<file path="src/rtl/sfoc_pkg.sv">
// Shared types and constants for the state feedback observer controller.
// Holds the channel payloads, the coefficient set, and the controller-to-datapath
// command and status structs. No dependencies.
package sfoc_pkg;

   // 2*pi/15 in signed Q8.24
   localparam logic signed [31:0] ANGLE_STEP = 32'sd7027624;
   // half of one Q16.16 step after the Q8.24 product shift
   localparam logic signed [63:0] ROUND_HALF = 64'sd8388608;

   typedef struct packed {
      logic signed [15:0] measured_count;
      logic signed [31:0] setpoint;
   } req_type;

   typedef struct packed {
      logic signed [31:0] control_value;
      logic signed [31:0] speed_estimate;
      logic signed [31:0] angle_estimate;
   } rsp_type;

   typedef enum logic [2:0] {
      CSR_INTEGRAL_GAIN,
      CSR_FEEDBACK_GAIN,
      CSR_INPUT_VECTOR,
      CSR_TRANSITION_ONE,
      CSR_TRANSITION_TWO,
      CSR_OBSERVER_GAIN,
      CSR_SPEED_OUTPUT,
      CSR_ANGLE_OUTPUT
   } csr_index_type;

   typedef struct packed {
      logic signed [31:0] ki;
      logic signed [31:0] k1;
      logic signed [31:0] k2;
      logic signed [31:0] h1;
      logic signed [31:0] h2;
      logic signed [31:0] g11;
      logic signed [31:0] g12;
      logic signed [31:0] g21;
      logic signed [31:0] g22;
      logic signed [31:0] l1;
      logic signed [31:0] l2;
      logic signed [31:0] cs1;
      logic signed [31:0] cs2;
      logic signed [31:0] ca1;
      logic signed [31:0] ca2;
   } coef_set_type;

   typedef enum logic [2:0] {
      VAL_CNT,
      VAL_ESUM,
      VAL_S1,
      VAL_S2,
      VAL_U,
      VAL_DIFF,
      VAL_X1,
      VAL_X2
   } val_sel_type;

   typedef enum logic [3:0] {
      COEF_ANG,
      COEF_KI,
      COEF_K1,
      COEF_K2,
      COEF_H1,
      COEF_H2,
      COEF_G11,
      COEF_G12,
      COEF_G21,
      COEF_G22,
      COEF_L1,
      COEF_L2,
      COEF_CS1,
      COEF_CS2,
      COEF_CA1,
      COEF_CA2
   } coef_sel_type;

   typedef enum logic [2:0] {
      ACC_NONE,
      ACC_LOAD,
      ACC_ADD,
      ACC_ERR,
      ACC_ESUM,
      ACC_INNOV
   } acc_op_type;

   typedef enum logic [3:0] {
      WR_NONE,
      WR_ERR,
      WR_ANGLE,
      WR_DIFF,
      WR_ESUM,
      WR_U,
      WR_X1,
      WR_X2,
      WR_SPD,
      WR_AEST
   } wr_sel_type;

   typedef struct packed {
      logic         load_in;
      val_sel_type  val_sel;
      coef_sel_type coef_sel;
      acc_op_type   acc_op;
      wr_sel_type   wr_sel;
      logic         commit;
      logic         load_out;
   } dp_cmd_type;

   typedef struct packed {
      logic out_busy;
   } dp_status_type;

endpackage

</file>
<file path="src/rtl/sfoc_ctrl.sv">
// Sequencer of the state feedback observer controller.
// Steps the shared multiply-accumulate datapath through one sample; uses sfoc_pkg.
module sfoc_ctrl (
   input  logic                    clock,
   input  logic                    reset,
   input  logic                    req_valid,
   output logic                    req_stall,
   input  sfoc_pkg::dp_status_type status,
   output sfoc_pkg::dp_cmd_type    cmd
);

   typedef enum logic [1:0] {
      ST_IDLE,
      ST_RUN,
      ST_DONE
   } state_type;

   localparam logic [4:0] STEP_LAST = 5'd27;

   state_type   state_ff, state_in;
   logic [4:0]  step_ff, step_in;

   function automatic sfoc_pkg::dp_cmd_type nop_cmd();
      sfoc_pkg::dp_cmd_type c;
      c.load_in  = 1'b0;
      c.val_sel  = sfoc_pkg::VAL_CNT;
      c.coef_sel = sfoc_pkg::COEF_ANG;
      c.acc_op   = sfoc_pkg::ACC_NONE;
      c.wr_sel   = sfoc_pkg::WR_NONE;
      c.commit   = 1'b0;
      c.load_out = 1'b0;
      return c;
   endfunction

   // Product issued in a step lands in the product register; the next step
   // accumulates it, and the step after that can store the saturated sum.
   function automatic sfoc_pkg::dp_cmd_type step_cmd(input logic [4:0] step);
      sfoc_pkg::dp_cmd_type c;
      c = nop_cmd();
      unique case (step)
         5'd0: c.acc_op = sfoc_pkg::ACC_ERR;
         5'd1: begin
            c.wr_sel   = sfoc_pkg::WR_ERR;
            c.val_sel  = sfoc_pkg::VAL_CNT;
            c.coef_sel = sfoc_pkg::COEF_ANG;
         end
         5'd2: c.acc_op = sfoc_pkg::ACC_LOAD;
         5'd3: c.wr_sel = sfoc_pkg::WR_ANGLE;
         5'd4: c.acc_op = sfoc_pkg::ACC_INNOV;
         5'd5: begin
            c.wr_sel = sfoc_pkg::WR_DIFF;
            c.acc_op = sfoc_pkg::ACC_ESUM;
         end
         5'd6: c.wr_sel = sfoc_pkg::WR_ESUM;
         5'd7: begin
            c.val_sel  = sfoc_pkg::VAL_ESUM;
            c.coef_sel = sfoc_pkg::COEF_KI;
         end
         5'd8: begin
            c.val_sel  = sfoc_pkg::VAL_S1;
            c.coef_sel = sfoc_pkg::COEF_K1;
            c.acc_op   = sfoc_pkg::ACC_LOAD;
         end
         5'd9: begin
            c.val_sel  = sfoc_pkg::VAL_S2;
            c.coef_sel = sfoc_pkg::COEF_K2;
            c.acc_op   = sfoc_pkg::ACC_ADD;
         end
         5'd10: c.acc_op = sfoc_pkg::ACC_ADD;
         5'd11: c.wr_sel = sfoc_pkg::WR_U;
         5'd12: begin
            c.val_sel  = sfoc_pkg::VAL_U;
            c.coef_sel = sfoc_pkg::COEF_H1;
         end
         5'd13: begin
            c.val_sel  = sfoc_pkg::VAL_S1;
            c.coef_sel = sfoc_pkg::COEF_G11;
            c.acc_op   = sfoc_pkg::ACC_LOAD;
         end
         5'd14: begin
            c.val_sel  = sfoc_pkg::VAL_S2;
            c.coef_sel = sfoc_pkg::COEF_G12;
            c.acc_op   = sfoc_pkg::ACC_ADD;
         end
         5'd15: begin
            c.val_sel  = sfoc_pkg::VAL_DIFF;
            c.coef_sel = sfoc_pkg::COEF_L1;
            c.acc_op   = sfoc_pkg::ACC_ADD;
         end
         5'd16: begin
            c.val_sel  = sfoc_pkg::VAL_U;
            c.coef_sel = sfoc_pkg::COEF_H2;
            c.acc_op   = sfoc_pkg::ACC_ADD;
         end
         5'd17: begin
            c.val_sel  = sfoc_pkg::VAL_S1;
            c.coef_sel = sfoc_pkg::COEF_G21;
            c.acc_op   = sfoc_pkg::ACC_LOAD;
            c.wr_sel   = sfoc_pkg::WR_X1;
         end
         5'd18: begin
            c.val_sel  = sfoc_pkg::VAL_S2;
            c.coef_sel = sfoc_pkg::COEF_G22;
            c.acc_op   = sfoc_pkg::ACC_ADD;
         end
         5'd19: begin
            c.val_sel  = sfoc_pkg::VAL_DIFF;
            c.coef_sel = sfoc_pkg::COEF_L2;
            c.acc_op   = sfoc_pkg::ACC_ADD;
         end
         5'd20: c.acc_op = sfoc_pkg::ACC_ADD;
         5'd21: c.wr_sel = sfoc_pkg::WR_X2;
         5'd22: begin
            c.val_sel  = sfoc_pkg::VAL_X1;
            c.coef_sel = sfoc_pkg::COEF_CS1;
         end
         5'd23: begin
            c.val_sel  = sfoc_pkg::VAL_X2;
            c.coef_sel = sfoc_pkg::COEF_CS2;
            c.acc_op   = sfoc_pkg::ACC_LOAD;
         end
         5'd24: begin
            c.val_sel  = sfoc_pkg::VAL_X1;
            c.coef_sel = sfoc_pkg::COEF_CA1;
            c.acc_op   = sfoc_pkg::ACC_ADD;
         end
         5'd25: begin
            c.val_sel  = sfoc_pkg::VAL_X2;
            c.coef_sel = sfoc_pkg::COEF_CA2;
            c.acc_op   = sfoc_pkg::ACC_LOAD;
            c.wr_sel   = sfoc_pkg::WR_SPD;
         end
         5'd26: c.acc_op = sfoc_pkg::ACC_ADD;
         5'd27: begin
            c.wr_sel = sfoc_pkg::WR_AEST;
            c.commit = 1'b1;
         end
         default: ;
      endcase
      return c;
   endfunction

   always_comb begin
      state_in  = state_ff;
      step_in   = step_ff;
      cmd       = nop_cmd();
      req_stall = (state_ff != ST_IDLE);
      unique case (state_ff)
         ST_IDLE: begin
            if (req_valid) begin
               cmd.load_in = 1'b1;
               state_in    = ST_RUN;
               step_in     = '0;
            end
         end
         ST_RUN: begin
            cmd = step_cmd(step_ff);
            if (step_ff == STEP_LAST) begin
               state_in = ST_DONE;
            end else begin
               step_in = step_ff + 5'd1;
            end
         end
         ST_DONE: begin
            // hold until the result register is free
            if (!status.out_busy) begin
               cmd.load_out = 1'b1;
               state_in     = ST_IDLE;
            end
         end
         default: state_in = ST_IDLE;
      endcase
   end

   always_ff @(posedge clock) begin
      if (reset) begin
         state_ff <= ST_IDLE;
         step_ff  <= '0;
      end else begin
         state_ff <= state_in;
         step_ff  <= step_in;
      end
   end

endmodule

</file>
<file path="config.mk">
export PLATFORM = sky130hd
export DESIGN_NAME = sfoc_ctrl
export DESIGN_NICKNAME = d
export VERILOG_FILES = /design/src/rtl/sfoc_pkg.sv /design/src/rtl/sfoc_ctrl.sv
export SDC_FILE = /design/constraint.sdc
export NUM_CORES = 1
export LEC_CHECK = 0
export CAP_MARGIN = 20
export CORE_MARGIN = 4
export CORE_UTILIZATION = 44
export CTS_CLUSTER_DIAMETER = 150
export DETAILED_ROUTE_END_ITERATION = 7
export DONT_BUFFER_PORTS = 1
export MAX_ROUTING_LAYER = met4
export PLACE_DENSITY = 0.6
export SYNTH_ARGS = -nofsm -noshare
export SYNTH_HDL_FRONTEND = slang
export SYNTH_SLANG_ARGS = --single-unit
</file>
<file path="constraint.sdc">
create_clock -name clock -period 1.5 [get_ports clock]
set_input_delay 0.075 -clock clock [delete_from_list [all_inputs] [get_ports clock]]
set_output_delay 0.075 -clock clock [all_outputs]
set_load 0.02 [all_outputs]
</file>
==> results.toml <==
[pwr]
ir_drop_uv = 675
switching_share_pct = 38.3
p_sw_uw = 300
leakage_nw = 0.578
clock_power_share_pct = 23.1
combPwrFrac_pct = 49.6
intPower_uw = 483
pwr-share-seq_pct = 27.3
p_total_uw = 782
pwr_density_cell_mw_per_mm2 = 488

[clock_network]
cts_tree = "done"
cts_root_buffer = "clkbuf_4"
h-tree-depth = 1
cts_sinks = 7
cts_made_buffers = 3
clk_pin_slew_ns = 0.05
clockBufferDepth = 2
insertion_delay_ns = 0.26

[sta]
hold_viol = 0
relSlewSlack_pct = 62.5
setup_slack_ns = -0.394
finalSetupTns_ns = -3.40
slew_violations = 0
min_period_over_period_pct = 126
clock_skew_ns = 0.00330
rsz0062_at_grt = "yes"
whs_ns = 0.0681
max_freq_mhz = 528
setup_viol = 13
fin_crit_ns = 1.89
worst_pin_slew_ns = 0.561

[global_route]
grt_max_degree = 17
grt_overflow_total = 0
antenna_found_initial = 0
grt_pass1_vias = 1004
grt_usage_pct = 23.7
grt_pass1_wl_um = 4650

[finish]
fin_cells = 189
diodes = 0
final_common_cell = "buf_4"
fin_util_pct = 91.8
area_growth_pct = 95.9
drive_above_1_share_pct = 64.0
final_cell_mix = "buf_4, buf_6, nor2_1"
nets = 174

[worst_setup_path]
crit_type = "reg -> out"
cp_max_fo = 7
r2r-end = "step_ff[0]"
startpoint_type = "flip-flop"
reg2reg_slack_ns = 0.02
r2r_start = "state_ff[1]"
rr_worst_depth = 4
cp.arrival_ns = 1.82
worstPathRequired_ns = 1.42
end_kind = "output pin"

[placed_design]
routabilityCongestion = 0.951
hpwl_um = 1910
port-buffer-count = 0
dp_cells = 169

[detailed_routing]
drt_first_pass_iters = 4
via_per_inst = 6.48
wl_um = 3980
drt_iter0_markers = 78
routedWlPerCell_um = 21.1
drtAntennaViolNets = 0
route.vias.total = 1224
route.detailed.drc = 0

[die]
ioPinCount = 22
start_util_pct = 46.9
die_w_um = 51.1
fp-row-count = 15
die-area_mm2 = 0.00261
dieHeight_um = 51.1
design.core.area_mm2 = 0.00175

[synthesis]
syn_avg_cell_area_um2 = 6.88
syn_nets = 128
syn_inst = 119
synthArstFlopShare_pct = 0
synth_seq_cells = 7
synth-edff-count = 0
synth-main-ff-cell = "dfxtp_1"
yosys_warnings = 0
yosysUniqueCellTypes = 39
syn_area_um2 = 818
seq_area_frac_synth_pct = 17.1

[worst_hold_path]
min_to = "state_ff[0]"
holdPathStages = 2
holdCritPathClass = "in -> reg"
min-delay-start = "status"

[run_status]
violations = "setup timing"
status = "finished with violations"

[run]
maxCapViolCount = 0
[through the flow]
step                setup WS, ns  instance area (um^2)
finish                    -0.394                  1600
global route              -0.452                  1600
CTS                       -0.308                  1350
detailed placement        -0.163                  1150
global placement          -0.109                  1150
floorplan                -0.0418                   886
[routing by layer]
metal	part of all wire, %	vias to the layer above	track usage [%]
met4	8.2	0	10.3
li1	-	522	-
met3	6.2	36	1.46
met1	38	575	26.1
met5	0	-	-
met2	48	91	43.6
[worst max-delay path: stages, from the launching register on]
cell,delay [ns]
dfxtp_4,0.39
buf_6,0.11
ha_4,0.18
buf_4,0.12
buf_6,0.08
buf_6,0.08
buf_6,0.07
mux2i_1,0.05
nor3_1,0.26
buf_4,0.21
[cells by family after synthesis]
family                     after synthesis  share of synthesized area (%)
DFF                                      7                           17.1
muxes                                    2                           2.45
xor gates and xnor gates                 2                           2.14
adders and majority gates                5                           7.65
buffers and inverters                   16                           9.17
AOI/OAI and AO/OA                       38                           29.5
and+or+nand+nor                         49                           32.0
[power by group through the flow]
stage	clock [mW]	sequential [mW]	combinational [mW]
after floorplan	0	0.211	0.154
after global placement	0	0.212	0.239
after detailed placement	0	0.213	0.245
after CTS	0.182	0.212	0.298
after global routing	0.198	0.216	0.405
final	0.181	0.214	0.388
[Yosys cell counts (2+ instances only)]
library cell	count	area, um^2
inv_1	5	18.8
a211oi_1	2	15.0
nand2_1	5	18.8
ha_1	5	62.6
xnor2_1	2	17.5
nor2b_1	3	18.8
and2_1	2	12.5
a21oi_1	13	65.1
mux2i_1	2	20.0
nor2_1	14	52.6
buf_2	6	30.0
or2_2	2	12.5
a31oi_1	5	31.3
o21ai_0	8	40.0
dfxtp_1	7	140
nand2b_1	4	25.0
nor3_1	8	40.0
a211o_1	2	17.5
nand3_1	3	15.0
buf_4	2	15.0
[layout make-up]
cell class	instances	area, um^2
multi-input combinational	96	910
tap	25	31.3
clock buffer	4	26.3
inverter	7	31.3
timing repair buffer	50	452
sequential	7	153
fill	61	143
[state kept, by name (all words and copies together) (netlist names)]
| signal | count |
|---|---|
| state_ff | 2 |
| step_ff | 5 |
[timing repair]
item                                   in CTS  in global routing
pin swaps                                   9                 21
hold buffers                                1                  0
setup endpoints to repair                  19                 20
setup buffers                               6                 10
gates resized for setup                    28                 44
endpoints found under the hold margin       7                  0
[how the worst max path moves through the flow]
stage | start | endpoint | cells past startpoint
after floorplan | step_ff[0] | cmd[9] | 5
after global placement | step_ff[1] | cmd[13] | 6
after detailed placement | step_ff[0] | cmd[15] | 7
after CTS | step_ff[0] | cmd[7] | 7
after global routing | step_ff[0] | cmd[3] | 9
final | step_ff[0] | cmd[3] | 9
Note: power is estimated with default switching activity, not from simulation.
