### config.mk
export PLATFORM = sky130hd
export DESIGN_NAME = sfoc_dp
export DESIGN_NICKNAME = d
export VERILOG_FILES = /design/src/rtl/sfoc_pkg.sv /design/src/rtl/sfoc_dp.sv
export SDC_FILE = /design/constraint.sdc
export NUM_CORES = 2
export LEC_CHECK = 0
export ABC_CLOCK_PERIOD_IN_PS = 14500
export BUFFER_PORTS_ARGS = -buffer_cell sky130_fd_sc_hd__buf_2
export CORE_UTILIZATION = 55
export DETAILED_ROUTE_END_ITERATION = 8
export PLACE_DENSITY = 0.85
export SYNTH_ARGS = -nofsm -noshare
export SYNTH_HDL_FRONTEND = slang
export SYNTH_SLANG_ARGS = --single-unit
### constraint.sdc
create_clock -name clock -period 14.5 [get_ports clock]
set_clock_uncertainty 0.15 [all_clocks]
set_input_delay 0 -clock clock [delete_from_list [all_inputs] [get_ports clock]]
set_output_delay 0 -clock clock [all_outputs]
set_load 0.02 [all_outputs]
### src/rtl/sfoc_pkg.sv
// Shared types and constants for the state feedback observer controller.
// Holds the channel payloads, the coefficient set, and the controller-to-datapath
// command and status structs. No dependencies.
package sfoc_pkg;

   // 2*pi/15 in signed Q8.24
   localparam logic signed [31:0] ANGLE_STEP = 32'sd7027624;
   // half of one Q16.16 step after the Q8.24 product shift
   localparam logic signed [63:0] ROUND_HALF = 64'sd8388608;

   typedef struct packed {
      logic signed [15:0] measured_count;
      logic signed [31:0] setpoint;
   } req_type;

   typedef struct packed {
      logic signed [31:0] control_value;
      logic signed [31:0] speed_estimate;
      logic signed [31:0] angle_estimate;
   } rsp_type;

   typedef enum logic [2:0] {
      CSR_INTEGRAL_GAIN,
      CSR_FEEDBACK_GAIN,
      CSR_INPUT_VECTOR,
      CSR_TRANSITION_ONE,
      CSR_TRANSITION_TWO,
      CSR_OBSERVER_GAIN,
      CSR_SPEED_OUTPUT,
      CSR_ANGLE_OUTPUT
   } csr_index_type;

   typedef struct packed {
      logic signed [31:0] ki;
      logic signed [31:0] k1;
      logic signed [31:0] k2;
      logic signed [31:0] h1;
      logic signed [31:0] h2;
      logic signed [31:0] g11;
      logic signed [31:0] g12;
      logic signed [31:0] g21;
      logic signed [31:0] g22;
      logic signed [31:0] l1;
      logic signed [31:0] l2;
      logic signed [31:0] cs1;
      logic signed [31:0] cs2;
      logic signed [31:0] ca1;
      logic signed [31:0] ca2;
   } coef_set_type;

   typedef enum logic [2:0] {
      VAL_CNT,
      VAL_ESUM,
      VAL_S1,
      VAL_S2,
      VAL_U,
      VAL_DIFF,
      VAL_X1,
      VAL_X2
   } val_sel_type;

   typedef enum logic [3:0] {
      COEF_ANG,
      COEF_KI,
      COEF_K1,
      COEF_K2,
      COEF_H1,
      COEF_H2,
      COEF_G11,
      COEF_G12,
      COEF_G21,
      COEF_G22,
      COEF_L1,
      COEF_L2,
      COEF_CS1,
      COEF_CS2,
      COEF_CA1,
      COEF_CA2
   } coef_sel_type;

   typedef enum logic [2:0] {
      ACC_NONE,
      ACC_LOAD,
      ACC_ADD,
      ACC_ERR,
      ACC_ESUM,
      ACC_INNOV
   } acc_op_type;

   typedef enum logic [3:0] {
      WR_NONE,
      WR_ERR,
      WR_ANGLE,
      WR_DIFF,
      WR_ESUM,
      WR_U,
      WR_X1,
      WR_X2,
      WR_SPD,
      WR_AEST
   } wr_sel_type;

   typedef struct packed {
      logic         load_in;
      val_sel_type  val_sel;
      coef_sel_type coef_sel;
      acc_op_type   acc_op;
      wr_sel_type   wr_sel;
      logic         commit;
      logic         load_out;
   } dp_cmd_type;

   typedef struct packed {
      logic out_busy;
   } dp_status_type;

endpackage

### src/rtl/sfoc_dp.sv
// Datapath of the state feedback observer controller: one shared 32x32
// multiplier, a rounding accumulator with saturation, state and result registers.
// Driven by sfoc_ctrl commands; uses sfoc_pkg.
module sfoc_dp (
   input  logic                    clock,
   input  logic                    reset,
   input  sfoc_pkg::dp_cmd_type    cmd,
   input  sfoc_pkg::coef_set_type  coef,
   input  sfoc_pkg::req_type       req_data,
   input  logic                    rsp_stall,
   output logic                    rsp_valid,
   output sfoc_pkg::rsp_type       rsp_data,
   output sfoc_pkg::dp_status_type status
);

   localparam logic signed [43:0] SAT_MAX = 44'sd2147483647;
   localparam logic signed [43:0] SAT_MIN = -44'sd2147483648;

   logic signed [15:0] cnt_ff;
   logic signed [31:0] sp_ff;
   logic signed [31:0] err_ff;
   logic signed [31:0] angle_ff;
   logic signed [31:0] diff_ff;
   logic signed [31:0] esum_ff;
   logic signed [31:0] u_ff;
   logic signed [31:0] x1_ff;
   logic signed [31:0] x2_ff;
   logic signed [31:0] s1_ff;
   logic signed [31:0] s2_ff;
   logic signed [31:0] spd_ff;
   logic signed [31:0] aest_ff;
   logic signed [63:0] p_ff;
   logic signed [43:0] acc_ff, acc_in;
   sfoc_pkg::rsp_type  rsp_ff;
   logic               rsp_valid_ff;

   logic signed [31:0] val_mux;
   logic signed [31:0] coef_mux;
   logic signed [63:0] prod;
   logic signed [63:0] rnd;
   logic signed [39:0] term;
   logic signed [31:0] acc_sat;

   function automatic logic signed [43:0] sx44(input logic [31:0] v);
      return $signed({{12{v[31]}}, v});
   endfunction

   always_comb begin
      case (cmd.val_sel)
         sfoc_pkg::VAL_CNT:  val_mux = {cnt_ff, 16'h0000};
         sfoc_pkg::VAL_ESUM: val_mux = esum_ff;
         sfoc_pkg::VAL_S1:   val_mux = s1_ff;
         sfoc_pkg::VAL_S2:   val_mux = s2_ff;
         sfoc_pkg::VAL_U:    val_mux = u_ff;
         sfoc_pkg::VAL_DIFF: val_mux = diff_ff;
         sfoc_pkg::VAL_X1:   val_mux = x1_ff;
         sfoc_pkg::VAL_X2:   val_mux = x2_ff;
         default:            val_mux = '0;
      endcase
   end

   always_comb begin
      case (cmd.coef_sel)
         sfoc_pkg::COEF_ANG: coef_mux = sfoc_pkg::ANGLE_STEP;
         sfoc_pkg::COEF_KI:  coef_mux = coef.ki;
         sfoc_pkg::COEF_K1:  coef_mux = coef.k1;
         sfoc_pkg::COEF_K2:  coef_mux = coef.k2;
         sfoc_pkg::COEF_H1:  coef_mux = coef.h1;
         sfoc_pkg::COEF_H2:  coef_mux = coef.h2;
         sfoc_pkg::COEF_G11: coef_mux = coef.g11;
         sfoc_pkg::COEF_G12: coef_mux = coef.g12;
         sfoc_pkg::COEF_G21: coef_mux = coef.g21;
         sfoc_pkg::COEF_G22: coef_mux = coef.g22;
         sfoc_pkg::COEF_L1:  coef_mux = coef.l1;
         sfoc_pkg::COEF_L2:  coef_mux = coef.l2;
         sfoc_pkg::COEF_CS1: coef_mux = coef.cs1;
         sfoc_pkg::COEF_CS2: coef_mux = coef.cs2;
         sfoc_pkg::COEF_CA1: coef_mux = coef.ca1;
         sfoc_pkg::COEF_CA2: coef_mux = coef.ca2;
         default:            coef_mux = '0;
      endcase
   end

   assign prod = val_mux * coef_mux;

   // round half up, then floor shift back to Q16.16
   assign rnd  = p_ff + sfoc_pkg::ROUND_HALF;
   assign term = rnd[63:24];

   always_comb begin
      case (cmd.acc_op)
         sfoc_pkg::ACC_LOAD:  acc_in = {{4{term[39]}}, term};
         sfoc_pkg::ACC_ADD:   acc_in = acc_ff + {{4{term[39]}}, term};
         sfoc_pkg::ACC_ERR:   acc_in = sx44(sp_ff) - sx44(spd_ff);
         sfoc_pkg::ACC_ESUM:  acc_in = sx44(esum_ff) + sx44(err_ff);
         sfoc_pkg::ACC_INNOV: acc_in = sx44(angle_ff) - sx44(aest_ff);
         default:             acc_in = acc_ff;
      endcase
   end

   always_comb begin
      if (acc_ff > SAT_MAX) begin
         acc_sat = 32'sh7fffffff;
      end else if (acc_ff < SAT_MIN) begin
         acc_sat = 32'sh80000000;
      end else begin
         acc_sat = acc_ff[31:0];
      end
   end

   // datapath payload, no reset needed
   always_ff @(posedge clock) begin
      p_ff   <= prod;
      acc_ff <= acc_in;
      if (cmd.load_in) begin
         cnt_ff <= req_data.measured_count;
         sp_ff  <= req_data.setpoint;
      end
      case (cmd.wr_sel)
         sfoc_pkg::WR_ERR:   err_ff   <= acc_sat;
         sfoc_pkg::WR_ANGLE: angle_ff <= acc_sat;
         sfoc_pkg::WR_DIFF:  diff_ff  <= acc_sat;
         sfoc_pkg::WR_U:     u_ff     <= acc_sat;
         sfoc_pkg::WR_X1:    x1_ff    <= acc_sat;
         sfoc_pkg::WR_X2:    x2_ff    <= acc_sat;
         default: ;
      endcase
      if (cmd.load_out) begin
         rsp_ff.control_value  <= u_ff;
         rsp_ff.speed_estimate <= spd_ff;
         rsp_ff.angle_estimate <= aest_ff;
      end
   end

   // loop state carried from sample to sample
   always_ff @(posedge clock) begin
      if (reset) begin
         esum_ff <= '0;
         s1_ff   <= '0;
         s2_ff   <= '0;
         spd_ff  <= '0;
         aest_ff <= '0;
      end else begin
         if (cmd.wr_sel == sfoc_pkg::WR_ESUM) begin
            esum_ff <= acc_sat;
         end
         if (cmd.wr_sel == sfoc_pkg::WR_SPD) begin
            spd_ff <= acc_sat;
         end
         if (cmd.wr_sel == sfoc_pkg::WR_AEST) begin
            aest_ff <= acc_sat;
         end
         if (cmd.commit) begin
            s1_ff <= x1_ff;
            s2_ff <= x2_ff;
         end
      end
   end

   always_ff @(posedge clock) begin
      if (reset) begin
         rsp_valid_ff <= 1'b0;
      end else if (cmd.load_out) begin
         rsp_valid_ff <= 1'b1;
      end else if (rsp_valid_ff && !rsp_stall) begin
         rsp_valid_ff <= 1'b0;
      end
   end

   assign rsp_valid       = rsp_valid_ff;
   assign rsp_data        = rsp_ff;
   assign status.out_busy = rsp_valid_ff & rsp_stall;

endmodule

==> results_dict.tcl <==
set metrics [dict create \
    synthCells 6957 \
    drive_above_1_share_pct 13.4 \
    clock-sinks 582 \
    path_max_fanout 32 \
    avgSynthCellArea_um2 9.63 \
    initial_core_util_pct 55.6 \
    routedWlPerCell_um 27.9 \
    hold_viol_final 0 \
    die_h_um 351 \
    yosysTopAreaCellShare_pct 32.4 \
    min_period_ns 10.62 \
    cts_max_level 2 \
    synth-seq-cells 582 \
    finalWirelength_um 258000 \
    clkLatencyLatePin_ns 0.67 \
    tightest_slew_ns 1.31 \
    grt_overflow_total 0 \
    synth_edf_count 380 \
    cp.buffers_inverters 7 \
    cp.required_ns 14.88 \
    critPathLaunchType "input port" \
    setup_viol 0 \
    dieArea_um2 123000 \
    yosysSeqAreaShare_pct 23.1 \
    dpl-instance-area_um2 72300 \
    cp.arrival_ns 10.99 \
    max_stage_delay_ns 0.96 \
    cap_violations 0 \
    yosys.area.top_type "fa_1" \
    vias 57981 \
    final_cell_area_um2 75400 \
    violations "DRC" \
    grt_pass1_vias 58944 \
    slowest_stage "fa_1" \
    cts_buffers 54 \
    relSlewSlack_pct 11.1 \
    clkSlewWorstSetupHoldPaths_ns 0.06 \
    grt_max_degree 82 \
    grt_pass1_wl_um 375000 \
    area_growth_syn_to_layout_pct 12.5 \
    die_x_um 351 \
    vias_per_cell 6.28 \
    synth_common_cells "1,169 x inv_1, 1,085 x fa_1, 796 x nor2_1, 617 x nand2_1, 380 x edfxtp_1" \
    port_buffers 645 \
    drt_iter0_markers 7405 \
    cts_root_buf "clkbuf_16" \
    clk_path_buf_depth 3 \
    fin_crit_sh_pct 73.2 \
    gp_congestion 1.06 \
    post_synth_num_cell_types 103 \
    layout_setup_ws_ns 3.88 \
    rsz0062_at_grt "no" \
    drv_slew 0 \
    async_reset_ff_share_pct 0 \
    io_pins 646 \
    synth-main-ff-cell "edfxtp_1" \
    worst_path_most_repeated_cell "fa_1" \
    status "complete, but fails checks" \
    synth_area_leaders "fa_1 32%, edfxtp_1 17%, inv_1 6.5%" \
    max_freq_mhz 94.2 \
    yosys_warnings 0 \
    nets 9511 \
    grtUsageTotal_pct 41.8 \
    end_kind "register" \
    dp_hpwl_um 200000 \
    place_ws_ns 3.31 \
    cts_tree "done" \
    critical-path-top-delay-family "adder cells" \
    antenna_left 0 \
    core_um2 120000 \
    path_class "in2reg" \
    ff2ff_setup_slack_ns 4.03 \
    rows 127 \
    antenna_found_initial 37 \
    drc 5 \
    drt-pass1-iter-count 9 \
    synth.net_count 8910 \
    netlist_area_um2 67000 \
    hold_class "in2reg" \
    setup_tns_ns 0 \
    synth_most_common_cell "inv_1" \
]
## final timing paths
| check | startpoint | end | depth (start not counted) |
|---|---|---|---|
| max | cmd[13] | p_ff[63]$_DFF_P_ | 32 |
| min | cmd[1] | s2_ff[5]$_SDFFE_PP0P_ | 4 |
| max reg2reg | esum_ff[31]$_SDFFE_PP0N_ | p_ff[63]$_DFF_P_ | 29 |
| min reg2reg | u_ff[22]$_DFFE_PN_ | rsp_data[86]$_DFFE_PP_ | 0 |
## per-stage QoR
stage	std cells	util, %	hold WS, ns
2_1_floorplan	6957	-	-0.0511
3_3_place_gp	9002	60.1	0.0264
3_5_place_dp	9002	60.1	0.0281
4_1_cts	9215	62.5	0.0788
5_1_grt	9228	62.6	0.147
6_report	9238	62.6	0.103
## final cells by class
cell class              count  area [um^2]
diodes                     23         57.6
clock buffers              68         1440
clock inverters            33          413
fillers                  9717        45100
inverters                1172         4400
multi-input cells        4855        46200
flip-flops and latches    582        15500
well taps                1612         2020
repair buffers            893         5380
## repair_timing
action,4_1_cts,5_1_grt
resized for setup,0,0
hold buffers,112,0
hold endpoints to repair,325,0
setup buffers,0,0
## cells by family (layout without fill, tap and decap cells)
kind of cell	after synthesis	count (layout)	synth area share [%]
AND/OR/NAND/NOR	1953	1953	12.9
buffers and inverters	1520	2166	8.60
adder cells (fa/ha/maj)	1405	1405	38.4
AO/OA/AOI/OAI	1160	1160	12.1
flip-flops	582	582	23.1
XOR/XNOR	186	186	2.43
multiplexers	151	151	2.56
other	0	23	0
## placed cells by master, fill, tap and decap left out, types with 37 or more instances in the layout
cell type	Yosys	routed
nand2_1	617	617
clkbuf_16	0	54
buf_4	2	139
xor2_1	57	57
o21a_1	44	44
a21o_1	86	86
edfxtp_1	380	380
a22o_1	37	37
ha_1	320	320
nor2_1	796	775
mux2i_1	112	104
dfxtp_1	202	202
xnor2_1	129	129
a22oi_1	152	152
and3_1	37	37
dlygate4sd3_1	0	112
nand4_1	52	52
nand2b_1	91	91
a211oi_1	130	128
inv_1	1169	1169
fa_1	1085	1084
o21ai_0	154	154
nor3_1	83	63
buf_2	24	642
a21oi_1	233	232
nand3_1	79	79
nor2b_1	41	41
and2_1	47	47
## worst min-delay path, stage by stage
cell           delay, ns
dlygate4sd3_1       0.52
buf_4               0.19
mux2i_1             0.09
nor2_1              0.07
## registers in the layout, summed over array words and instances (netlist names), 16 cells and up
signal,flops
esum_ff,32
aest_ff,32
angle_ff,32
spd_ff,32
x1_ff,32
diff_ff,32
acc_ff,44
cnt_ff,16
x2_ff,32
s1_ff,32
s2_ff,32
rsp_data,96
p_ff,41
u_ff,32
sp_ff,32
err_ff,32
## layer usage
layer  GRT usage [%]  up-vias  part of all wire (%)
li1                -    24016                     -
met5            2.83        -                  0.21
met3            17.1     1018                    15
met2            61.2     4272                    43
met4            20.4       40                   6.0
met1            53.3    28635                    36
Power is not shown: default switching activity piles up to over one toggle a cycle in this logic, so the estimate is an artifact.
