`src/rtl/sfoc_pkg.sv`:
```
// Shared types and constants for the state feedback observer controller.
// Holds the channel payloads, the coefficient set, and the controller-to-datapath
// command and status structs. No dependencies.
package sfoc_pkg;

   // 2*pi/15 in signed Q8.24
   localparam logic signed [31:0] ANGLE_STEP = 32'sd7027624;
   // half of one Q16.16 step after the Q8.24 product shift
   localparam logic signed [63:0] ROUND_HALF = 64'sd8388608;

   typedef struct packed {
      logic signed [15:0] measured_count;
      logic signed [31:0] setpoint;
   } req_type;

   typedef struct packed {
      logic signed [31:0] control_value;
      logic signed [31:0] speed_estimate;
      logic signed [31:0] angle_estimate;
   } rsp_type;

   typedef enum logic [2:0] {
      CSR_INTEGRAL_GAIN,
      CSR_FEEDBACK_GAIN,
      CSR_INPUT_VECTOR,
      CSR_TRANSITION_ONE,
      CSR_TRANSITION_TWO,
      CSR_OBSERVER_GAIN,
      CSR_SPEED_OUTPUT,
      CSR_ANGLE_OUTPUT
   } csr_index_type;

   typedef struct packed {
      logic signed [31:0] ki;
      logic signed [31:0] k1;
      logic signed [31:0] k2;
      logic signed [31:0] h1;
      logic signed [31:0] h2;
      logic signed [31:0] g11;
      logic signed [31:0] g12;
      logic signed [31:0] g21;
      logic signed [31:0] g22;
      logic signed [31:0] l1;
      logic signed [31:0] l2;
      logic signed [31:0] cs1;
      logic signed [31:0] cs2;
      logic signed [31:0] ca1;
      logic signed [31:0] ca2;
   } coef_set_type;

   typedef enum logic [2:0] {
      VAL_CNT,
      VAL_ESUM,
      VAL_S1,
      VAL_S2,
      VAL_U,
      VAL_DIFF,
      VAL_X1,
      VAL_X2
   } val_sel_type;

   typedef enum logic [3:0] {
      COEF_ANG,
      COEF_KI,
      COEF_K1,
      COEF_K2,
      COEF_H1,
      COEF_H2,
      COEF_G11,
      COEF_G12,
      COEF_G21,
      COEF_G22,
      COEF_L1,
      COEF_L2,
      COEF_CS1,
      COEF_CS2,
      COEF_CA1,
      COEF_CA2
   } coef_sel_type;

   typedef enum logic [2:0] {
      ACC_NONE,
      ACC_LOAD,
      ACC_ADD,
      ACC_ERR,
      ACC_ESUM,
      ACC_INNOV
   } acc_op_type;

   typedef enum logic [3:0] {
      WR_NONE,
      WR_ERR,
      WR_ANGLE,
      WR_DIFF,
      WR_ESUM,
      WR_U,
      WR_X1,
      WR_X2,
      WR_SPD,
      WR_AEST
   } wr_sel_type;

   typedef struct packed {
      logic         load_in;
      val_sel_type  val_sel;
      coef_sel_type coef_sel;
      acc_op_type   acc_op;
      wr_sel_type   wr_sel;
      logic         commit;
      logic         load_out;
   } dp_cmd_type;

   typedef struct packed {
      logic out_busy;
   } dp_status_type;

endpackage

```
`src/rtl/sfoc_csr.sv`:
```
// Coefficient register file of the state feedback observer controller.
// Decodes plain writes into the coefficient set; uses sfoc_pkg.
module sfoc_csr (
   input  logic                  clock,
   input  logic                  reset,
   input  logic                  csr_we,
   input  logic [2:0]            csr_index,
   input  logic [63:0]           csr_wdata,
   output sfoc_pkg::coef_set_type coef
);

   logic [31:0] ki_ff;
   logic [63:0] fb_ff;
   logic [63:0] iv_ff;
   logic [63:0] tr1_ff;
   logic [63:0] tr2_ff;
   logic [63:0] obs_ff;
   logic [63:0] spd_ff;
   logic [63:0] ang_ff;

   always_ff @(posedge clock) begin
      if (reset) begin
         ki_ff  <= '0;
         fb_ff  <= '0;
         iv_ff  <= '0;
         tr1_ff <= '0;
         tr2_ff <= '0;
         obs_ff <= '0;
         spd_ff <= '0;
         ang_ff <= '0;
      end else if (csr_we) begin
         unique case (sfoc_pkg::csr_index_type'(csr_index))
            sfoc_pkg::CSR_INTEGRAL_GAIN:  ki_ff  <= csr_wdata[31:0];
            sfoc_pkg::CSR_FEEDBACK_GAIN:  fb_ff  <= csr_wdata;
            sfoc_pkg::CSR_INPUT_VECTOR:   iv_ff  <= csr_wdata;
            sfoc_pkg::CSR_TRANSITION_ONE: tr1_ff <= csr_wdata;
            sfoc_pkg::CSR_TRANSITION_TWO: tr2_ff <= csr_wdata;
            sfoc_pkg::CSR_OBSERVER_GAIN:  obs_ff <= csr_wdata;
            sfoc_pkg::CSR_SPEED_OUTPUT:   spd_ff <= csr_wdata;
            sfoc_pkg::CSR_ANGLE_OUTPUT:   ang_ff <= csr_wdata;
            default: ;
         endcase
      end
   end

   // upper half of each pair goes with state one / column one
   assign coef.ki  = ki_ff;
   assign coef.k1  = fb_ff[63:32];
   assign coef.k2  = fb_ff[31:0];
   assign coef.h1  = iv_ff[63:32];
   assign coef.h2  = iv_ff[31:0];
   assign coef.g11 = tr1_ff[63:32];
   assign coef.g12 = tr1_ff[31:0];
   assign coef.g21 = tr2_ff[63:32];
   assign coef.g22 = tr2_ff[31:0];
   assign coef.l1  = obs_ff[63:32];
   assign coef.l2  = obs_ff[31:0];
   assign coef.cs1 = spd_ff[63:32];
   assign coef.cs2 = spd_ff[31:0];
   assign coef.ca1 = ang_ff[63:32];
   assign coef.ca2 = ang_ff[31:0];

endmodule

```
`config.mk`:
```
export PLATFORM = sky130hd
export DESIGN_NAME = sfoc_csr
export DESIGN_NICKNAME = d
export VERILOG_FILES = /design/src/rtl/sfoc_pkg.sv /design/src/rtl/sfoc_csr.sv
export SDC_FILE = /design/constraint.sdc
export NUM_CORES = 1
export LEC_CHECK = 0
export BUFFER_PORTS_ARGS = -buffer_cell sky130_fd_sc_hd__buf_2
export CAP_MARGIN = 10
export CORE_MARGIN = 8
export CORE_UTILIZATION = 30
export CTS_CLUSTER_DIAMETER = 80
export CTS_CLUSTER_SIZE = 20
export DETAILED_ROUTE_END_ITERATION = 8
export SLEW_MARGIN = 20
export SYNTH_ARGS = -nofsm -noshare
export SYNTH_HDL_FRONTEND = slang
export SYNTH_SLANG_ARGS = --single-unit
export TNS_END_PERCENT = 1
```
`constraint.sdc`:
```
create_clock -name clock -period 1.6 [get_ports clock]
set_input_delay 0.16 -clock clock [delete_from_list [all_inputs] [get_ports clock]]
set_output_delay 0.16 -clock clock [all_outputs]
set_load 0.01 [all_outputs]
```
==> impl_metrics.tcl, run 1 <==
set metrics [dict create \
    final-max-slew-violation-count 0 \
    clkSinkCount 480 \
    wl_per_cell_um 20.4 \
    startpoint "fb_ff[60]$_SDFFE_PP0P_" \
    fp.dieH_um 265 \
    hold_path_class "in2reg" \
    dpl.hpwl_um 43800 \
    cts_buffer_depth 3 \
    yosysTopAreaCell "dfxtp_1" \
    clk_latency_ns 0.56 \
    area_delta_synth_final_pct 25.9 \
    cts.repair.resized 0 \
    layout_common_cells "buf_2, nand2b_1, mux2i_1, dfxtp_1, buf_4" \
    use_met1 0.189 \
    worst_setup_path_end_kind "output port" \
    clock.fmax_mhz 759 \
    yosys_warnings 0 \
    port_buffers 549 \
    antenna_found_initial 8 \
    slowest_stage "dfxtp_1" \
    rsz0062_at_grt "false" \
    grt_pass1_vias 14300 \
    p_total_w 0.0222 \
    rows 91 \
    gr-usage-met2 0.287 \
    postSynthAreaPerCell_um2 11.2 \
    final_common_cell "buf_2" \
    routed_wl_um 60600 \
    worstHoldStart "csr_wdata[57]" \
    dpl_worst_slack_ns 0.0548 \
    grt_pass1_wl_um 90100 \
    maxCapViolCount 0 \
    numCtsBuffers 31 \
    clk_pin_slew_ns 0.08 \
    ys_types 14 \
    cts_tree "done" \
    cp-start-kind "flip-flop" \
    cts_root_buf "clkbuf_16" \
    finalInstanceArea_um2 23400 \
    synth_seq_cells 480 \
    placedInstanceArea_um2 22400 \
    pin_count 550 \
    firstDrtPassIters 5 \
    crit_path_max_fanout 2 \
    routabilityCongestion 0.791 \
    syn_area_um2 18600 \
    crit_type "reg2out" \
    crit_chain "buf_2" \
    maxSlewHeadroom 0.595 \
    post_drt_via_cell_ratio 4.51 \
    worst-path-buf-inv 1 \
    die_w_um 265 \
    seq_area_frac_synth 0.517 \
    status "complete, no violations" \
    drc 0 \
    slowest_delay_ns 0.40 \
    synth_nets 1733 \
    drt_iter0_markers 534 \
    worstMarginPinSlew_ns 0.608 \
    grt_busiest_layer "met2" \
    detail-route-antenna-nets 0 \
    vias 13400 \
    vdd_ir_drop_max_uv 718 \
    required_ns 1.44 \
    p_leak_nw 12.6 \
    grt.total_usage 0.163 \
    period_share 0.823 \
    h-tree-depth 1 \
    setup_viol 0 \
    hold_viol 0 \
    period_needed_ns 1.32 \
    power.density_nw_per_um2 948 \
    hold_ws_ns 0.0271 \
    grt_start_max_net_pins 47 \
    initial_core_util 0.303 \
    cp_top_family "flip-flops" \
    met3_usage 0.0396 \
    fillCellCount 6032 \
    setup_tns_ns 0 \
    arrival_ns 1.16 \
    skew_ns 0 \
    final.setup.worst_slack_ns 0.283 \
    synth_area_leaders "dfxtp_1, mux2i_1, nand2b_1, clkbuf_1, buf_2" \
    r2r-start "ang_ff[0]$_SDFFE_PP0P_" \
    syn_inst 1663 \
    die_area_um2 70200 \
    drive_gt1_frac 0.298 \
    synth_top_area_share 0.517 \
    overflow 0 \
    coreArea_um2 61500 \
    layout.nets 2234 \
]
logic make-up (layout without fill, tap and decap cells):
| group | count (synthesis) | after routing | share of synthesized area |
|---|---|---|---|
| buffers and inverters | 149 | 656 | 0.0361 |
| other | 0 | 9 | 0 |
| flip-flops | 480 | 480 | 0.517 |
| AND/OR/NAND/NOR | 554 | 554 | 0.189 |
| multiplexers | 480 | 480 | 0.258 |
synthesized netlist by cell type (all sizes together):
cell type and number:
buf 65, clkbuf 84, dfxtp 480, mux2i 480, nand2b 544, nand4 1
nand4b 3, nand4bb 3, nor4b 1, nor4bb 1, or4b 1
routing by layer:
metal / share of wire / vias up
li1: - / 6424
met1: 0.41 / 6486
met2: 0.49 / 387
met3: 0.063 / 105
met4: 0.037 / 0
met5: 0 / -
sequential cells by signal, summed over array words and instances, names as in the netlist:
signal	cells
tr2_ff	64
ki_ff	32
ang_ff	64
spd_ff	64
iv_ff	64
obs_ff	64
tr1_ff	64
fb_ff	64
repair_timing:
action	CTS	global route
hold endpoints to repair	56	2
setup buffers	0	0
hold buffers	11	1
cell type report:
| type | instances | area, um2 | area share |
|---|---|---|---|
| timing repair buffer | 617 | 3550 | 0.151 |
| antenna | 9 | 22.5 | 0.000962 |
| clock buffer | 34 | 797 | 0.0340 |
| tap | 790 | 988 | 0.0422 |
| sequential | 480 | 9610 | 0.410 |
| multi-input combinational | 1034 | 8370 | 0.357 |
| clock inverter | 5 | 87.6 | 0.00374 |
where the power goes:
part	internal [W]	total, W	switching (W)
combinational	0.000837	0.00189	0.00105
clock	0.00364	0.00797	0.00433
sequential	0.0122	0.0123	0.000147
final timing paths:
path                                  end  slack [ns]  cells past startpoint
setup reg to reg   ang_ff[0]$_SDFFE_PP0P_        0.92                      2
hold / removal    tr2_ff[57]$_SDFFE_PP0P_        0.03                      3
setup / recovery                coef[444]        0.28                      1
hold reg to reg    fb_ff[36]$_SDFFE_PP0P_        0.47                      2
through the flow:
step / std cells / utilization
global route: 2965 / 0.381
finish: 2969 / 0.381
global placement: 2909 / 0.364
detailed placement: 2909 / 0.364
floorplan: 1663 / -
CTS: 2959 / 0.380
tightest hold or removal path, cell delays in order:
cell and delay, ns:
buf_2 0.08, nand2b_1 0.17, mux2i_1 0.17
(Power assumes the default switching activity.)
==> run 2: changes to the inputs <==
==> constraint.sdc (replaced) <==
create_clock -name clock -period 1.1 [get_ports clock]
set_input_delay 0.11 -clock clock [delete_from_list [all_inputs] [get_ports clock]]
set_output_delay 0.11 -clock clock [all_outputs]
set_load 0.01 [all_outputs]
==> impl_metrics.tcl, run 2 (synthesis results as in run 1) <==
set metrics [dict create \
    grt_pass1_wl_um 95100 \
    drt_iter0_markers 664 \
    crit_path_max_fanout 2 \
    vdd_ir_drop_max_uv 1060 \
    die_w_um 265 \
    vias 14100 \
    routed_wl_um 64100 \
    slowest_stage "dfxtp_4" \
    final_common_cell "nand2b_1" \
    cp-start-kind "flip-flop" \
    cp.depth 1 \
    coreArea_um2 61500 \
    grt_pass1_vias 15300 \
    worstMarginPinSlew_ns 0.394 \
    hold_path_class "in2reg" \
    ff2ff_path_depth 3 \
    dpl.hpwl_um 45400 \
    numCtsBuffers 31 \
    worst-path-buf-inv 1 \
    cts_root_buf "clkbuf_16" \
    multi_input_area_um2 8370 \
    maxCapViolCount 0 \
    power.density_nw_per_um2 1160 \
    period_share 1.08 \
    holdPathStages 3 \
    antenna_found_initial 2 \
    routabilityCongestion 0.786 \
    setup_tns_ns -24.01 \
    period_needed_ns 1.19 \
    cp_top_family "flip-flops" \
    crit_type "reg2out" \
    initial_core_util 0.303 \
    port_buffers 549 \
    p_leak_nw 14.1 \
    status "finished with violations" \
    arrival_ns 1.08 \
    crit_chain "buf_6" \
    cts_buffer_depth 3 \
    h-tree-depth 1 \
    maxSlewHeadroom 0.737 \
    slowest_delay_ns 0.37 \
    final.setup.worst_slack_ns -0.0905 \
    post_drt_via_cell_ratio 4.51 \
    rows 91 \
    drive_gt1_frac 0.532 \
    fp.dieH_um 265 \
    clkSinkCount 480 \
    worst_setup_path_end_kind "output port" \
    clk_latency_ns 0.59 \
    clk_pin_slew_ns 0.09 \
    layout.nets 2397 \
    grt.total_usage 0.171 \
    hold_viol 0 \
    n_antenna_cell 0 \
    cts_tree "done" \
    firstDrtPassIters 6 \
    required_ns 0.99 \
    dpl_worst_slack_ns -0.268 \
    layout_common_cells "nand2b_1, mux2i_1, buf_6" \
    skew_ns 0 \
    rsz0062_at_grt "true" \
    grt_start_max_net_pins 44 \
    final-max-slew-violation-count 0 \
    seq_area_um2 10200 \
    detail-route-antenna-nets 0 \
    violations "setup timing" \
    overflow 0 \
    area_delta_synth_final_pct 55.4 \
    die_area_um2 70200 \
    wl_per_cell_um 20.5 \
    fillCellCount 5461 \
    drc 0 \
    pin_count 550 \
    setup_viol 480 \
    clock.fmax_mhz 840 \
]
## run 2: cell types whose count changed in the layout (fill, tap and decap cells not counted), sizes merged
cell,before,now
buf,605,718
dlygate4sd3,12,62
diode,9,0
clkinvlp,0,2
bufinv,0,1
## run 2: area by class of cell
type / count / area share
Sequential cell: 480 / 0.353
Timing Repair Buffer: 780 / 0.291
Clock buffer: 34 / 0.0272
Clock inverter: 8 / 0.00411
Tap cell: 790 / 0.0342
Multi-Input combinational cell: 1034 / 0.290
## run 2: path summary, 6_finish.rpt
check                         start                     end  slack [ns]
min                    csr_wdata[8]   ki_ff[8]$_SDFFE_PP0P_        0.05
max reg2reg  iv_ff[18]$_SDFFE_PP0P_  iv_ff[18]$_SDFFE_PP0P_        0.38
min reg2reg  fb_ff[45]$_SDFFE_PP0P_  fb_ff[45]$_SDFFE_PP0P_        0.48
max          ki_ff[14]$_SDFFE_PP0P_               coef[462]       -0.09
## run 2: power by group
| group | internal, W | total, W | switching [W] |
|---|---|---|---|
| logic | 0.00215 | 0.00381 | 0.00165 |
| registers | 0.0178 | 0.0181 | 0.000318 |
| clock network | 0.00546 | 0.0117 | 0.00626 |
| total | 0.0254 | 0.0337 | 0.00823 |
## run 2: metal layers
layer / vias to the layer above / global-route usage / routed length (um)
li1: 6749 / - / -
met1: 6884 / 0.199 / 25900
met2: 382 / 0.306 / 32400
met3: 84 / 0.0463 / 4200
met4: 2 / 0.0458 / 1600
met5: - / 0 / 13
## run 2: what timing repair did
item / in CTS / in global routing
resized for setup: 851 / 208
endpoints found under the setup margin: 480 / 480
hold endpoints to repair: 451 / 0
hold buffers: 62 / 0
setup buffers: 1 / 1
## run 2: per-stage QoR
step / hold slack (ns) / instances / util / area (um2) / total power (W)
detailed placement: 0.457 / 3020 / 0.386 / 23800 / 0.0216
floorplan: 0.384 / 1663 / - / 18600 / 0.0199
global route: 0.0366 / 3126 / 0.470 / 28900 / 0.0349
finish: 0.0462 / 3126 / 0.470 / 28900 / 0.0337
CTS: 0.0112 / 3125 / 0.455 / 28000 / 0.0339
global placement: 0.421 / 3020 / 0.386 / 23800 / 0.0215
## run 2: worst min-delay path: stages
cell and delay (ns):
buf_2 0.08, nand2b_1 0.21, mux2i_1 0.20
